==> config.mk <==
export PLATFORM = sky130hd
export DESIGN_NAME = helix_propensity_window_scan_unit_flat
export DESIGN_NICKNAME = d
export VERILOG_FILES = /design/src/rtl/core/hpw_pkg.sv /design/src/rtl/core/hpw_if.sv /design/src/rtl/core/hpw_front.sv /design/src/rtl/core/hpw_queue.sv /design/src/rtl/core/hpw_div.sv /design/src/rtl/core/hpw_back.sv /design/src/rtl/core/helix_propensity_window_scan_unit.sv /design/src/flat_wrapper.sv
export SDC_FILE = /design/constraint.sdc
export NUM_CORES = 2
export LEC_CHECK = 0
export BUFFER_PORTS_ARGS = -buffer_cell sky130_fd_sc_hd__buf_2
export CAP_MARGIN = 20
export CORE_MARGIN = 2
export CORE_UTILIZATION = 30
export CTS_CLUSTER_DIAMETER = 120
export DETAILED_ROUTE_END_ITERATION = 7
export GPL_TIMING_DRIVEN = 0
export MAX_ROUTING_LAYER = met4
export PLACE_DENSITY_LB_ADDON = 0.3
export SKIP_LAST_GASP = 1
export SLEW_MARGIN = 10
export SYNTH_ARGS = -nofsm -noshare
export SYNTH_HDL_FRONTEND = slang
export SYNTH_HIERARCHICAL = 1
export SYNTH_SLANG_ARGS = --single-unit
==> constraint.sdc <==
create_clock -name clk -period 15.97 [get_ports clk]
set_input_delay 3.194 -clock clk [delete_from_list [all_inputs] [get_ports clk]]
set_output_delay 3.194 -clock clk [all_outputs]
set_load 0.1 [all_outputs]
==> src/rtl/core/hpw_pkg.sv <==
package hpw_pkg;

  // Window geometry.
  localparam int WINDOW_MAX = 32;
  localparam int PART_GROUP = 4;
  localparam int NUM_PART   = WINDOW_MAX / PART_GROUP;
  localparam int NUM_HALF   = 2;
  localparam int HALF_GROUP = NUM_PART / NUM_HALF;

  // Field and datapath widths.
  localparam int RES_W      = 8;
  localparam int WIN_LEN_W  = 6;
  localparam int THR_W      = 8;
  localparam int FILL_W     = 6;
  localparam int POS_W      = 16;
  localparam int PROP_W     = 8;
  localparam int PART_W     = 10;
  localparam int HALF_W     = 12;
  localparam int SUM_W      = 13;
  localparam int LIMIT_W    = 14;
  localparam int EXC_W      = 13;
  localparam int BOOST_W    = 10;
  localparam int ENERGY_W   = 14;
  localparam int DIVD_W     = 15;
  localparam int QUO_W      = 15;
  localparam int CNT_W      = 4;
  localparam int CFG_IDX_W  = 2;
  localparam int CFG_DATA_W = 8;

  // Configuration register indexes.
  localparam logic [CFG_IDX_W-1:0] REG_WINDOW_LENGTH   = 2'd0;
  localparam logic [CFG_IDX_W-1:0] REG_HELIX_THRESHOLD = 2'd1;

  localparam logic [WIN_LEN_W-1:0] WIN_LEN_RESET = 6'd6;
  localparam logic [THR_W-1:0]     THR_RESET     = 8'd103;

  // Positions stop at this value.
  localparam logic [POS_W-1:0] POS_LIMIT = 16'hFFFF;

  localparam logic [BOOST_W-1:0] BOOST_BASE  = 10'd100;
  localparam logic [BOOST_W-1:0] BOOST_CAP   = 10'd1000;
  localparam logic [QUO_W-1:0]   BOOST_Q_CAP = 15'd900;

  // Character codes.
  localparam logic [RES_W-1:0] CHAR_UPPER_A = 8'h41;
  localparam logic [RES_W-1:0] CHAR_UPPER_Z = 8'h5A;
  localparam logic [RES_W-1:0] CHAR_LOWER_A = 8'h61;
  localparam logic [RES_W-1:0] CHAR_LOWER_Z = 8'h7A;
  localparam logic [RES_W-1:0] CASE_OFFSET  = 8'd32;

  localparam logic [PROP_W-1:0] PROP_UNKNOWN = 8'd90;

  // Helix propensity in hundredths, letters A to Z.
  localparam logic [PROP_W-1:0] LETTER_PROP [26] = '{
    8'd145, 8'd90,  8'd77,  8'd98,  8'd153, 8'd116, 8'd53,  8'd124, 8'd100,
    8'd90,  8'd123, 8'd134, 8'd130, 8'd73,  8'd90,  8'd57,  8'd117, 8'd97,
    8'd79,  8'd77,  8'd90,  8'd97,  8'd108, 8'd90,  8'd69,  8'd90
  };

  // One unit of work handed from the front to the back.
  typedef struct packed {
    logic                 qual;
    logic                 last;
    logic [WIN_LEN_W-1:0] w;
    logic [POS_W-1:0]     wstart;
    logic [POS_W-1:0]     pos;
    logic [EXC_W-1:0]     excess;
  } hpw_work_t;

  // Request to the boost divider.
  typedef struct packed {
    logic                 start;
    logic [DIVD_W-1:0]    dividend;
    logic [WIN_LEN_W-1:0] divisor;
  } hpw_div_req_t;

  function automatic logic [PROP_W-1:0] hpw_prop(input logic [RES_W-1:0] c);
    logic [RES_W-1:0] u;
    logic [4:0]       idx;
    u = ((c >= CHAR_LOWER_A) && (c <= CHAR_LOWER_Z)) ? c - CASE_OFFSET : c;
    idx = 5'(u - CHAR_UPPER_A);
    if ((u >= CHAR_UPPER_A) && (u <= CHAR_UPPER_Z)) begin
      return LETTER_PROP[idx];
    end
    return PROP_UNKNOWN;
  endfunction

endpackage

==> src/rtl/core/hpw_if.sv <==
interface hpw_in_if;
  import hpw_pkg::*;
  logic             valid;
  logic             ready;
  logic [RES_W-1:0] residue;
  logic             last_residue;

  modport source (output valid, output residue, output last_residue, input ready);
  modport sink (input valid, input residue, input last_residue, output ready);
endinterface

interface hpw_out_if;
  import hpw_pkg::*;
  logic                       valid;
  logic                       ready;
  logic                       seed_valid;
  logic [POS_W-1:0]           seed_start;
  logic [POS_W-1:0]           seed_end;
  logic [BOOST_W-1:0]         boost_hundredths;
  logic signed [ENERGY_W-1:0] energy_half_hundredths;
  logic                       sequence_done;

  modport source (output valid, output seed_valid, output seed_start, output seed_end,
                  output boost_hundredths, output energy_half_hundredths,
                  output sequence_done, input ready);
  modport sink (input valid, input seed_valid, input seed_start, input seed_end,
                input boost_hundredths, input energy_half_hundredths,
                input sequence_done, output ready);
endinterface

interface hpw_cfg_if;
  import hpw_pkg::*;
  logic                  valid;
  logic                  ready;
  logic [CFG_IDX_W-1:0]  index;
  logic [CFG_DATA_W-1:0] data;

  modport source (output valid, output index, output data, input ready);
  modport sink (input valid, input index, input data, output ready);
endinterface

==> src/rtl/core/hpw_front.sv <==
module hpw_front (
  input  logic              clk,
  input  logic              rst_n,
  hpw_in_if.sink            in_chan,
  hpw_cfg_if.sink           cfg_chan,
  output logic              push_valid,
  input  logic              push_ready,
  output hpw_pkg::hpw_work_t push_data
);
  import hpw_pkg::*;

  logic [WIN_LEN_W-1:0] wlen_r;
  logic [THR_W-1:0]     thr_r;
  logic [PROP_W-1:0]    win_r   [WINDOW_MAX];
  logic [PROP_W-1:0]    win_nxt [WINDOW_MAX];
  logic [FILL_W-1:0]    fill_r;
  logic [FILL_W-1:0]    fill_inc;
  logic [POS_W-1:0]     pos_r;
  logic [WIN_LEN_W-1:0] weff;
  logic                 adv;
  logic                 fire;
  logic [PART_W-1:0]    part [NUM_PART];

  // Stage one: partial sums of four masked window entries.
  logic                 s1_valid_r;
  logic [PART_W-1:0]    s1_part_r [NUM_PART];
  logic                 s1_full_r;
  logic [LIMIT_W-1:0]   s1_limit_r;
  logic [WIN_LEN_W-1:0] s1_w_r;
  logic [POS_W-1:0]     s1_pos_r;
  logic                 s1_last_r;

  // Stage two: two half sums.
  logic                 s2_valid_r;
  logic [HALF_W-1:0]    s2_half_r [NUM_HALF];
  logic [HALF_W-1:0]    half [NUM_HALF];
  logic                 s2_full_r;
  logic [LIMIT_W-1:0]   s2_limit_r;
  logic [WIN_LEN_W-1:0] s2_w_r;
  logic [POS_W-1:0]     s2_pos_r;
  logic                 s2_last_r;

  // Stage three: the classified work unit.
  logic                 s3_valid_r;
  hpw_work_t            s3_work_r;
  hpw_work_t            work;
  logic [SUM_W-1:0]     sum;

  assign cfg_chan.ready = 1'b1;

  // The whole front advances together; it halts only when a unit waits for queue space.
  assign adv           = !s3_valid_r || push_ready;
  assign in_chan.ready = adv;
  assign fire          = in_chan.valid && adv;
  assign push_valid    = s3_valid_r;
  assign push_data     = s3_work_r;

  always_comb begin
    if (wlen_r == '0) begin
      weff = WIN_LEN_W'(1);
    end else if (wlen_r > WIN_LEN_W'(WINDOW_MAX)) begin
      weff = WIN_LEN_W'(WINDOW_MAX);
    end else begin
      weff = wlen_r;
    end
  end

  assign fill_inc = (fill_r < FILL_W'(WINDOW_MAX)) ? fill_r + FILL_W'(1) : fill_r;

  always_comb begin
    win_nxt[0] = hpw_prop(in_chan.residue);
    for (int i = 1; i < WINDOW_MAX; i++) begin
      win_nxt[i] = win_r[i-1];
    end
  end

  always_comb begin
    for (int g = 0; g < NUM_PART; g++) begin
      part[g] = '0;
      for (int k = 0; k < PART_GROUP; k++) begin
        if (WIN_LEN_W'(g * PART_GROUP + k) < weff) begin
          part[g] = part[g] + PART_W'(win_nxt[g * PART_GROUP + k]);
        end
      end
    end
  end

  always_comb begin
    for (int h = 0; h < NUM_HALF; h++) begin
      half[h] = '0;
      for (int k = 0; k < HALF_GROUP; k++) begin
        half[h] = half[h] + HALF_W'(s1_part_r[h * HALF_GROUP + k]);
      end
    end
  end

  always_comb begin
    sum         = SUM_W'(s2_half_r[0]) + SUM_W'(s2_half_r[1]);
    work.qual   = s2_full_r && (LIMIT_W'(sum) > s2_limit_r);
    work.last   = s2_last_r;
    work.w      = s2_w_r;
    work.pos    = s2_pos_r;
    work.wstart = s2_pos_r - (POS_W'(s2_w_r) - POS_W'(1));
    work.excess = EXC_W'(sum - s2_limit_r[SUM_W-1:0]);
  end

  always_ff @(posedge clk) begin
    if (!rst_n) begin
      wlen_r     <= WIN_LEN_RESET;
      thr_r      <= THR_RESET;
      fill_r     <= '0;
      pos_r      <= '0;
      s1_valid_r <= 1'b0;
      s2_valid_r <= 1'b0;
      s3_valid_r <= 1'b0;
    end else begin
      if (cfg_chan.valid) begin
        unique case (cfg_chan.index)
          REG_WINDOW_LENGTH:   wlen_r <= cfg_chan.data[WIN_LEN_W-1:0];
          REG_HELIX_THRESHOLD: thr_r  <= cfg_chan.data[THR_W-1:0];
          default: ;
        endcase
      end
      if (fire) begin
        if (in_chan.last_residue) begin
          fill_r <= '0;
          pos_r  <= '0;
        end else begin
          fill_r <= fill_inc;
          pos_r  <= (pos_r < POS_LIMIT) ? pos_r + POS_W'(1) : pos_r;
        end
      end
      if (adv) begin
        s1_valid_r <= fire;
        s2_valid_r <= s1_valid_r;
        s3_valid_r <= s2_valid_r && (work.qual || work.last);
      end
    end
  end

  always_ff @(posedge clk) begin
    if (fire) begin
      win_r <= win_nxt;
    end
    if (adv) begin
      s1_part_r  <= part;
      s1_full_r  <= (fill_inc >= weff);
      s1_limit_r <= LIMIT_W'(thr_r * weff);
      s1_w_r     <= weff;
      s1_pos_r   <= pos_r;
      s1_last_r  <= in_chan.last_residue;
      s2_half_r  <= half;
      s2_full_r  <= s1_full_r;
      s2_limit_r <= s1_limit_r;
      s2_w_r     <= s1_w_r;
      s2_pos_r   <= s1_pos_r;
      s2_last_r  <= s1_last_r;
      s3_work_r  <= work;
    end
  end

endmodule

==> src/rtl/core/hpw_queue.sv <==
module hpw_queue #(
  parameter int DEPTH = 4
) (
  input  logic               clk,
  input  logic               rst_n,
  input  logic               push_valid,
  output logic               push_ready,
  input  hpw_pkg::hpw_work_t push_data,
  output logic               pop_valid,
  input  logic               pop_ready,
  output hpw_pkg::hpw_work_t pop_data
);
  import hpw_pkg::*;

  localparam int PTR_W = (DEPTH > 1) ? $clog2(DEPTH) : 1;
  localparam int CNT_W_Q = $clog2(DEPTH + 1);

  hpw_work_t          mem_r [DEPTH];
  logic [PTR_W-1:0]   wr_ptr_r;
  logic [PTR_W-1:0]   rd_ptr_r;
  logic [CNT_W_Q-1:0] count_r;
  logic               do_push;
  logic               do_pop;

  assign push_ready = (count_r < CNT_W_Q'(DEPTH));
  assign pop_valid  = (count_r != '0);
  assign pop_data   = mem_r[rd_ptr_r];
  assign do_push    = push_valid && push_ready;
  assign do_pop     = pop_valid && pop_ready;

  function automatic logic [PTR_W-1:0] wrap_inc(input logic [PTR_W-1:0] p);
    return (p == PTR_W'(DEPTH - 1)) ? '0 : p + PTR_W'(1);
  endfunction

  always_ff @(posedge clk) begin
    if (!rst_n) begin
      wr_ptr_r <= '0;
      rd_ptr_r <= '0;
      count_r  <= '0;
    end else begin
      if (do_push) begin
        wr_ptr_r <= wrap_inc(wr_ptr_r);
      end
      if (do_pop) begin
        rd_ptr_r <= wrap_inc(rd_ptr_r);
      end
      if (do_push && !do_pop) begin
        count_r <= count_r + CNT_W_Q'(1);
      end else if (do_pop && !do_push) begin
        count_r <= count_r - CNT_W_Q'(1);
      end
    end
  end

  always_ff @(posedge clk) begin
    if (do_push) begin
      mem_r[wr_ptr_r] <= push_data;
    end
  end

endmodule

==> src/rtl/core/hpw_div.sv <==
module hpw_div (
  input  logic                  clk,
  input  logic                  rst_n,
  input  hpw_pkg::hpw_div_req_t req,
  output logic                  busy,
  output logic [hpw_pkg::QUO_W-1:0] quotient
);
  import hpw_pkg::*;

  // Restoring division, one quotient bit per cycle.
  logic                 busy_r;
  logic [CNT_W-1:0]     cnt_r;
  logic [WIN_LEN_W-1:0] rem_r;
  logic [WIN_LEN_W-1:0] dvs_r;
  logic [DIVD_W-1:0]    dvd_r;
  logic [QUO_W-1:0]     quo_r;
  logic [WIN_LEN_W:0]   rem_sh;
  logic                 take;

  assign busy     = busy_r;
  assign quotient = quo_r;
  assign rem_sh   = {rem_r, dvd_r[DIVD_W-1]};
  assign take     = (rem_sh >= {1'b0, dvs_r});

  always_ff @(posedge clk) begin
    if (!rst_n) begin
      busy_r <= 1'b0;
      cnt_r  <= '0;
    end else if (req.start) begin
      busy_r <= 1'b1;
      cnt_r  <= CNT_W'(DIVD_W - 1);
    end else if (busy_r) begin
      if (cnt_r == '0) begin
        busy_r <= 1'b0;
      end else begin
        cnt_r <= cnt_r - CNT_W'(1);
      end
    end
  end

  always_ff @(posedge clk) begin
    if (req.start) begin
      rem_r <= '0;
      dvs_r <= req.divisor;
      dvd_r <= req.dividend;
      quo_r <= '0;
    end else if (busy_r) begin
      rem_r <= take ? WIN_LEN_W'(rem_sh - {1'b0, dvs_r}) : rem_sh[WIN_LEN_W-1:0];
      dvd_r <= {dvd_r[DIVD_W-2:0], 1'b0};
      quo_r <= {quo_r[QUO_W-2:0], take};
    end
  end

endmodule

==> src/rtl/core/hpw_back.sv <==
module hpw_back (
  input  logic                  clk,
  input  logic                  rst_n,
  input  logic                  pop_valid,
  output logic                  pop_ready,
  input  hpw_pkg::hpw_work_t    pop_data,
  output hpw_pkg::hpw_div_req_t div_req,
  input  logic                  div_busy,
  input  logic [hpw_pkg::QUO_W-1:0] div_quo,
  hpw_out_if.source             out_chan
);
  import hpw_pkg::*;

  typedef enum logic [2:0] {
    ST_IDLE = 3'b001,
    ST_DIV  = 3'b010,
    ST_OUT  = 3'b100
  } hpw_back_st_t;

  hpw_back_st_t st_r, st_nxt;

  // Open seed.
  logic             open_r,  open_nxt;
  logic [POS_W-1:0] ostart_r, ostart_nxt;
  logic [POS_W-1:0] oend_r,  oend_nxt;
  logic [EXC_W-1:0] best_r,  best_nxt;
  logic [EXC_W-1:0] first_r, first_nxt;

  // A final seed still owed after a closing one.
  logic                 pend_last_r, pend_last_nxt;
  logic [WIN_LEN_W-1:0] pend_w_r,    pend_w_nxt;

  // Result under construction.
  logic             job_valid_r, job_valid_nxt;
  logic [POS_W-1:0] job_start_r, job_start_nxt;
  logic [POS_W-1:0] job_end_r,   job_end_nxt;
  logic [EXC_W-1:0] job_first_r, job_first_nxt;
  logic             job_done_r,  job_done_nxt;

  // Output register.
  logic                       out_valid_r, out_valid_nxt;
  logic                       out_seed_r;
  logic [POS_W-1:0]           out_start_r;
  logic [POS_W-1:0]           out_end_r;
  logic [BOOST_W-1:0]         out_boost_r;
  logic signed [ENERGY_W-1:0] out_energy_r;
  logic                       out_done_r;
  logic                       out_load;

  // Seed state after the popped unit's window is applied.
  logic             merge;
  logic             close;
  logic             upd_open;
  logic [POS_W-1:0] upd_start;
  logic [POS_W-1:0] upd_end;
  logic [EXC_W-1:0] upd_best;
  logic [EXC_W-1:0] upd_first;
  logic [BOOST_W-1:0] boost;

  function automatic logic [DIVD_W-1:0] times_five(input logic [EXC_W-1:0] x);
    return {x, 2'b00} + DIVD_W'(x);
  endfunction

  assign out_chan.valid                  = out_valid_r;
  assign out_chan.seed_valid             = out_seed_r;
  assign out_chan.seed_start             = out_start_r;
  assign out_chan.seed_end               = out_end_r;
  assign out_chan.boost_hundredths       = out_boost_r;
  assign out_chan.energy_half_hundredths = out_energy_r;
  assign out_chan.sequence_done          = out_done_r;

  assign pop_ready = (st_r == ST_IDLE);

  always_comb begin
    merge = pop_data.qual && open_r &&
            ({1'b0, pop_data.wstart} <= ({1'b0, oend_r} + (POS_W + 1)'(1)));
    close = pop_data.qual && open_r && !merge;
    if (!pop_data.qual) begin
      upd_open  = open_r;
      upd_start = ostart_r;
      upd_end   = oend_r;
      upd_best  = best_r;
      upd_first = first_r;
    end else if (merge) begin
      upd_open  = 1'b1;
      upd_start = ostart_r;
      upd_end   = pop_data.pos;
      upd_best  = (pop_data.excess > best_r) ? pop_data.excess : best_r;
      upd_first = first_r;
    end else begin
      upd_open  = 1'b1;
      upd_start = pop_data.wstart;
      upd_end   = pop_data.pos;
      upd_best  = pop_data.excess;
      upd_first = pop_data.excess;
    end
  end

  always_comb begin
    if (!job_valid_r) begin
      boost = '0;
    end else if (div_quo >= BOOST_Q_CAP) begin
      boost = BOOST_CAP;
    end else begin
      boost = BOOST_W'(div_quo) + BOOST_BASE;
    end
  end

  always_comb begin
    st_nxt        = st_r;
    open_nxt      = open_r;
    ostart_nxt    = ostart_r;
    oend_nxt      = oend_r;
    best_nxt      = best_r;
    first_nxt     = first_r;
    pend_last_nxt = pend_last_r;
    pend_w_nxt    = pend_w_r;
    job_valid_nxt = job_valid_r;
    job_start_nxt = job_start_r;
    job_end_nxt   = job_end_r;
    job_first_nxt = job_first_r;
    job_done_nxt  = job_done_r;
    out_valid_nxt = out_valid_r;
    out_load      = 1'b0;
    div_req       = '0;

    unique case (st_r)
      ST_IDLE: begin
        if (pop_valid) begin
          if (close) begin
            // The old seed goes out first; the new one opens behind it.
            job_valid_nxt    = 1'b1;
            job_start_nxt    = ostart_r;
            job_end_nxt      = oend_r;
            job_first_nxt    = first_r;
            job_done_nxt     = 1'b0;
            div_req.start    = 1'b1;
            div_req.dividend = times_five(best_r);
            div_req.divisor  = pop_data.w;
            pend_last_nxt    = pop_data.last;
            pend_w_nxt       = pop_data.w;
            open_nxt         = upd_open;
            ostart_nxt       = upd_start;
            oend_nxt         = upd_end;
            best_nxt         = upd_best;
            first_nxt        = upd_first;
            st_nxt           = ST_DIV;
          end else if (pop_data.last) begin
            job_valid_nxt    = upd_open;
            job_start_nxt    = upd_start;
            job_end_nxt      = upd_end;
            job_first_nxt    = upd_first;
            job_done_nxt     = 1'b1;
            div_req.start    = 1'b1;
            div_req.dividend = times_five(upd_best);
            div_req.divisor  = pop_data.w;
            open_nxt         = 1'b0;
            ostart_nxt       = '0;
            oend_nxt         = '0;
            best_nxt         = '0;
            first_nxt        = '0;
            st_nxt           = ST_DIV;
          end else begin
            open_nxt   = upd_open;
            ostart_nxt = upd_start;
            oend_nxt   = upd_end;
            best_nxt   = upd_best;
            first_nxt  = upd_first;
          end
        end
      end
      ST_DIV: begin
        if (!div_busy) begin
          out_load      = 1'b1;
          out_valid_nxt = 1'b1;
          st_nxt        = ST_OUT;
        end
      end
      ST_OUT: begin
        if (out_chan.ready) begin
          out_valid_nxt = 1'b0;
          if (pend_last_r) begin
            job_valid_nxt    = open_r;
            job_start_nxt    = ostart_r;
            job_end_nxt      = oend_r;
            job_first_nxt    = first_r;
            job_done_nxt     = 1'b1;
            div_req.start    = 1'b1;
            div_req.dividend = times_five(best_r);
            div_req.divisor  = pend_w_r;
            pend_last_nxt    = 1'b0;
            open_nxt         = 1'b0;
            ostart_nxt       = '0;
            oend_nxt         = '0;
            best_nxt         = '0;
            first_nxt        = '0;
            st_nxt           = ST_DIV;
          end else begin
            st_nxt = ST_IDLE;
          end
        end
      end
      default: begin
        st_nxt = ST_IDLE;
      end
    endcase
  end

  always_ff @(posedge clk) begin
    if (!rst_n) begin
      st_r        <= ST_IDLE;
      open_r      <= 1'b0;
      ostart_r    <= '0;
      oend_r      <= '0;
      best_r      <= '0;
      first_r     <= '0;
      pend_last_r <= 1'b0;
      out_valid_r <= 1'b0;
    end else begin
      st_r        <= st_nxt;
      open_r      <= open_nxt;
      ostart_r    <= ostart_nxt;
      oend_r      <= oend_nxt;
      best_r      <= best_nxt;
      first_r     <= first_nxt;
      pend_last_r <= pend_last_nxt;
      out_valid_r <= out_valid_nxt;
    end
  end

  always_ff @(posedge clk) begin
    pend_w_r    <= pend_w_nxt;
    job_valid_r <= job_valid_nxt;
    job_start_r <= job_start_nxt;
    job_end_r   <= job_end_nxt;
    job_first_r <= job_first_nxt;
    job_done_r  <= job_done_nxt;
    if (out_load) begin
      out_seed_r   <= job_valid_r;
      out_start_r  <= job_valid_r ? job_start_r : '0;
      out_end_r    <= job_valid_r ? job_end_r : '0;
      out_boost_r  <= boost;
      out_energy_r <= job_valid_r ? $signed(ENERGY_W'(0) - {1'b0, job_first_r}) : '0;
      out_done_r   <= job_done_r;
    end
  end

endmodule

==> src/rtl/core/helix_propensity_window_scan_unit.sv <==
// Channel    Dir  Payload                                        Accepted when
// in_chan    in   residue, last_residue                          valid && ready
// out_chan   out  seed_valid, seed_start, seed_end,              valid && ready
//                 boost_hundredths, energy_half_hundredths,
//                 sequence_done
// cfg_chan   in   index, data                                    valid && ready
//
// Residues are taken one per cycle unless the input stalls; each goes through the stage
// one, two and three registers, and queued work then through the work queue to the seed
// logic. The back end pops no new work while a result waits on the 15-step boost divider
// and the output register handover. The input stalls only while the work queue is full;
// results wait in the output register. Reset is synchronous and active low: it empties the
// pipeline, queue and open seed and restores a window length of 6 and a threshold of 103.
module helix_propensity_window_scan_unit #(
  parameter int QUEUE_DEPTH = 4
) (
  input  logic       clk,
  input  logic       rst_n,
  hpw_in_if.sink     in_chan,
  hpw_out_if.source  out_chan,
  hpw_cfg_if.sink    cfg_chan
);
  import hpw_pkg::*;

  // The front maps each residue to its propensity, keeps the window and sums it through a
  // short registered adder tree, then checks the sum against threshold times window. Only
  // requests that matter to the back end, namely qualifying windows and sequence ends, are
  // queued; other residues leave no trace beyond the window itself.
  logic         push_valid;
  logic         push_ready;
  hpw_work_t    push_data;
  logic         pop_valid;
  logic         pop_ready;
  hpw_work_t    pop_data;
  hpw_div_req_t div_req;
  logic         div_busy;
  logic [QUO_W-1:0] div_quo;

  hpw_front u_front (
    .clk        (clk),
    .rst_n      (rst_n),
    .in_chan    (in_chan),
    .cfg_chan   (cfg_chan),
    .push_valid (push_valid),
    .push_ready (push_ready),
    .push_data  (push_data)
  );

  // The queue lets the front keep streaming while the back end divides.
  hpw_queue #(
    .DEPTH (QUEUE_DEPTH)
  ) u_queue (
    .clk        (clk),
    .rst_n      (rst_n),
    .push_valid (push_valid),
    .push_ready (push_ready),
    .push_data  (push_data),
    .pop_valid  (pop_valid),
    .pop_ready  (pop_ready),
    .pop_data   (pop_data)
  );

  // The back end merges windows into seeds. A window that cannot merge closes the open seed,
  // which is reported before the new seed's sequence end, if any. Every window length in
  // use travels with its request, so configuration changes never reach work in flight.
  hpw_back u_back (
    .clk       (clk),
    .rst_n     (rst_n),
    .pop_valid (pop_valid),
    .pop_ready (pop_ready),
    .pop_data  (pop_data),
    .div_req   (div_req),
    .div_busy  (div_busy),
    .div_quo   (div_quo),
    .out_chan  (out_chan)
  );

  // The boost is 100 plus five times the best excess divided by the window length, capped at 1000.
  hpw_div u_div (
    .clk      (clk),
    .rst_n    (rst_n),
    .req      (div_req),
    .busy     (div_busy),
    .quotient (div_quo)
  );

endmodule

==> src/flat_wrapper.sv <==
// flat-port wrapper written by rule: the top's interface ports become plain ports
module helix_propensity_window_scan_unit_flat import hpw_pkg::*;
#(
  parameter int QUEUE_DEPTH = 4
)
  (clk, rst_n, in_chan_valid, in_chan_residue, in_chan_last_residue, in_chan_ready, out_chan_valid, out_chan_seed_valid, out_chan_seed_start, out_chan_seed_end, out_chan_boost_hundredths, out_chan_energy_half_hundredths, out_chan_sequence_done, out_chan_ready, cfg_chan_valid, cfg_chan_index, cfg_chan_data, cfg_chan_ready);
  hpw_in_if in_chan_i ();
  hpw_out_if out_chan_i ();
  hpw_cfg_if cfg_chan_i ();
  input  logic clk;
  input  logic rst_n;
  input wire logic [$bits(in_chan_i.valid)-1:0] in_chan_valid;
  input wire logic [$bits(in_chan_i.residue)-1:0] in_chan_residue;
  input wire logic [$bits(in_chan_i.last_residue)-1:0] in_chan_last_residue;
  output wire logic [$bits(in_chan_i.ready)-1:0] in_chan_ready;
  output wire logic [$bits(out_chan_i.valid)-1:0] out_chan_valid;
  output wire logic [$bits(out_chan_i.seed_valid)-1:0] out_chan_seed_valid;
  output wire logic [$bits(out_chan_i.seed_start)-1:0] out_chan_seed_start;
  output wire logic [$bits(out_chan_i.seed_end)-1:0] out_chan_seed_end;
  output wire logic [$bits(out_chan_i.boost_hundredths)-1:0] out_chan_boost_hundredths;
  output wire logic [$bits(out_chan_i.energy_half_hundredths)-1:0] out_chan_energy_half_hundredths;
  output wire logic [$bits(out_chan_i.sequence_done)-1:0] out_chan_sequence_done;
  input wire logic [$bits(out_chan_i.ready)-1:0] out_chan_ready;
  input wire logic [$bits(cfg_chan_i.valid)-1:0] cfg_chan_valid;
  input wire logic [$bits(cfg_chan_i.index)-1:0] cfg_chan_index;
  input wire logic [$bits(cfg_chan_i.data)-1:0] cfg_chan_data;
  output wire logic [$bits(cfg_chan_i.ready)-1:0] cfg_chan_ready;
  assign in_chan_i.valid = in_chan_valid;
  assign in_chan_i.residue = in_chan_residue;
  assign in_chan_i.last_residue = in_chan_last_residue;
  assign in_chan_ready = in_chan_i.ready;
  assign out_chan_valid = out_chan_i.valid;
  assign out_chan_seed_valid = out_chan_i.seed_valid;
  assign out_chan_seed_start = out_chan_i.seed_start;
  assign out_chan_seed_end = out_chan_i.seed_end;
  assign out_chan_boost_hundredths = out_chan_i.boost_hundredths;
  assign out_chan_energy_half_hundredths = out_chan_i.energy_half_hundredths;
  assign out_chan_sequence_done = out_chan_i.sequence_done;
  assign out_chan_i.ready = out_chan_ready;
  assign cfg_chan_i.valid = cfg_chan_valid;
  assign cfg_chan_i.index = cfg_chan_index;
  assign cfg_chan_i.data = cfg_chan_data;
  assign cfg_chan_ready = cfg_chan_i.ready;
  helix_propensity_window_scan_unit #(.QUEUE_DEPTH(QUEUE_DEPTH)) u_core (.clk(clk), .rst_n(rst_n), .in_chan(in_chan_i), .out_chan(out_chan_i), .cfg_chan(cfg_chan_i));
endmodule
==> results.toml <==
[run_status]
status = "completed"

[clock_network]
ctsHoldBuffers = 0
clk_pin_slew_worst_paths_ns = 0.06
ctsResizeCount = 0
root_buffer = "clkbuf_16"
clock_path_buffers = 3
clk_latency_ns = 0.76
cts_tree = "yes"
htree_levels = 3
cts_setup_buffers = 0
clock-sinks = 963
numCtsBuffers = 104

[synthesis]
ys_seq_area_share_pct = 52.05
synthCells = 4342
synth.avg_cell_area_um2 = 12.18
ys_ff_latch = 963
synth_warnings = 6
synth_area_um2 = 52910
synth_area_leaders = "edfxtp_1 (47%), ha_1 (8.6%), dfxtp_1 (5.2%)"
ys_types = 110
synth-edff-count = 825
async_reset_ff_share_pct = 0
synth.most_common_cell = "edfxtp_1"
syn_nets = 4824
synth_ff_type = "edfxtp_1"
synth_top_area_cell = "edfxtp_1"
synth_top_area_share_pct = 46.83
synth_common_cells = "edfxtp_1 (825), ha_1 (363), nand2_1 (269)"

[pwr]
seq_power_share_pct = 38.4
pwr-share-comb_pct = 34.3
leakagePower_nw = 23.11
power_density_nw_per_um2 = 149.8
p_switching_mw = 3.044
p_int_mw = 5.964
clock_power_share_pct = 27.3
swShare_pct = 33.79
irDropWorstVdd_uv = 116.1

[sta]
hold_ws_ns = 0.4054
skew_ns = 0.06795
hold_viol = 0
max_slew_margin_pct = 26.61
fmax_mhz = 105.1
tightest_slew_ns = 1.092
worst_slack_ns = 6.454
grt_setup_unrepaired = "no"
post-route-period-util_pct = 59.59
drv_slew = 0
setup_viol = 0
period_minus_slack_ns = 9.516

[routing]
wirelength_um = 121900
wl_per_cell_um = 17.48
drt_iter0_drc = 2231
ant_nets = 0
dr_total_vias = 34080
avgViaCountPerCell = 4.887
route.detailed.drc = 0
drt_pass1_iterations = 6

[final_layout]
nets = 5026
instances_no_fill = 6975
areaGrowthSynthToFinish_pct = 13.65
final_area_um2 = 60130
drive_above_1_share_pct = 11.46
final_util_pct = 34.21

[die]
initial_utilization_pct = 30.11
die_y_um = 423.9
core_area_um2 = 175700
ioPinCount = 85
fp-row-count = 154
die_x_um = 423.9
dieArea_um2 = 179700

[min_path]
hold_path.class = "flop to flop"
hold_end = "u_core/u_front/s2_limit_r[13]$_DFFE_PN_"
holdPathStages = 0
hp-start = "u_core/u_front/s1_limit_r[13]$_DFFE_PN_"

[placed_design]
post-dp-hpwl_um = 90310
pre_cts_ws_ns = 5.782
gp_congestion = 0.8497
place_area_um2 = 56580
placedCellCount = 6777
port_buffers = 81

[setup_path]
crit_type = "primary input to flop"
reg2reg_depth = 22
worstPathArrival_ns = 9.95
r2r_end = "u_core/u_div/dvd_r[13]$_DFFE_PP_"
crit_path_max_fanout = 10
r2r_slack_ns = 8.82
cpMostUsedCell = "ha_1"
critPathSlowestCell = "clkbuf_1"
worstPathRequired_ns = 16.40
max_stage_delay_ns = 0.41
crit_buf_inv = 7
critPathLaunchType = "primary input"
critPathTopFamily = "compound AO/OA/AOI/OAI gates"
end_kind = "flop"

[global_routing]
grt-ovfl-total = 0
grt_pass1_wl_um = 193400
antenna_found_initial = 7
grt_max_degree = 112
grt_pass1_vias = 34040
grt_usage_pct = 13.91

[flow_run]
cap_violations = 0
-- worst reg2reg max path: cells and delay by family, from the launching register on --
kind / cells / cell delay (ns)
flops: 1 / 0.30
fa+ha+maj: 2 / 0.60
simple gates: 4 / 0.88
compound gates: 11 / 3.17
mux: 2 / 0.69
buf+inv: 3 / 1.25
-- metal layers --
metal,share of wire (%),vias to the layer above,GRT usage [%]
met4,2.8,0,4.164
li1,-,16660,-
met3,3.8,180,2.122
met1,46,16590,17.98
met2,48,651,22.51
met5,0,-,-
-- flip-flops by register name, summed over array words and instances (netlist names), 24 cells and up, named ones only --
register	flops
u_core/u_front/push_data	53
u_core/u_front/s1_part_r	80
u_core/u_front/s2_half_r	24
u_core/u_front/win_nxt	248
u_core/u_queue/mem_r	212
-- placed cells by master, fill, tap and decap left out, drive strengths merged, types with 29 or more instances in the layout --
cell type / instances
o21ai: 230
nand2b: 42
a21o: 92
xor2: 72
fa: 95
mux4: 54
a22o: 59
nor3: 79
mux2i: 46
nor2b: 65
and2: 128
a21oi: 252
nand3: 93
nor2: 242
or2: 29
clkinv: 39
edfxtp: 825
nand2: 269
or3: 32
mux2: 112
dfxtp: 138
inv: 201
o21a: 88
clkbuf: 224
ha: 363
xnor2: 157
a211oi: 49
buf: 146
-- worst max-delay path by stage --
stage	from	endpoint	slack, ns	depth (start not counted)
after detailed placement	in_chan_residue[0]	u_core/u_front/s1_part_r[79]$_DFFE_PN_	5.78	31
final	in_chan_residue[0]	u_core/u_front/s1_part_r[79]$_DFFE_PN_	6.45	31
after global routing	in_chan_residue[0]	u_core/u_front/s1_part_r[79]$_DFFE_PN_	5.81	31
after floorplan	u_core/u_queue/count_r[2]$_SDFFE_PN0P_	u_core/u_front/pos_r[14]$_SDFFE_PN0P_	1.37	8
after global placement	u_core/u_queue/count_r[2]$_SDFFE_PN0P_	u_core/u_front/pos_r[14]$_SDFFE_PN0P_	-5.40	8
after CTS	in_chan_residue[0]	u_core/u_front/s1_part_r[79]$_DFFE_PN_	6.53	31
-- power by group through the flow --
stage | Clock, mW | Sequential, mW | Combinational, mW
4_1_cts | 2.54 | 3.47 | 3.10
5_1_grt | 2.64 | 3.50 | 3.46
3_3_place_gp | 0 | 3.53 | 3.03
3_5_place_dp | 0 | 3.52 | 3.07
2_1_floorplan | 0 | 3.51 | 2.29
6_report | 2.46 | 3.46 | 3.09
-- cell type report --
class / count / area, µm²
fill: 17430 / 115600
sequential: 963 / 27540
multi-input combinational: 3046 / 23990
tap: 2340 / 2928
clock buffer: 139 / 2865
inverter: 198 / 750.7
timing repair buffer: 96 / 732.0
buffer: 135 / 670.6
clock inverter: 56 / 651.9
antenna: 2 / 5.005
-- cell families after synthesis --
kind of cell | after synthesis | synth area share [%]
xor gates and xnor gates | 229 | 3.827
adders and majority gates | 458 | 12.18
buffers and inverters | 333 | 2.672
DFF | 963 | 52.05
muxes | 212 | 5.581
other | 1 | 0.007088
and+or+nand+nor | 1111 | 10.70
AOI/OAI and AO/OA | 1035 | 12.99
-- stage by stage --
step / TNS, ns / total power, mW
2_1_floorplan: 0 / 5.801
6_report: 0 / 9.008
5_1_grt: 0 / 9.605
4_1_cts: 0 / 9.108
3_5_place_dp: 0 / 6.591
3_3_place_gp: -891.83 / 6.558
Note: power is estimated with default switching activity, not from simulation.
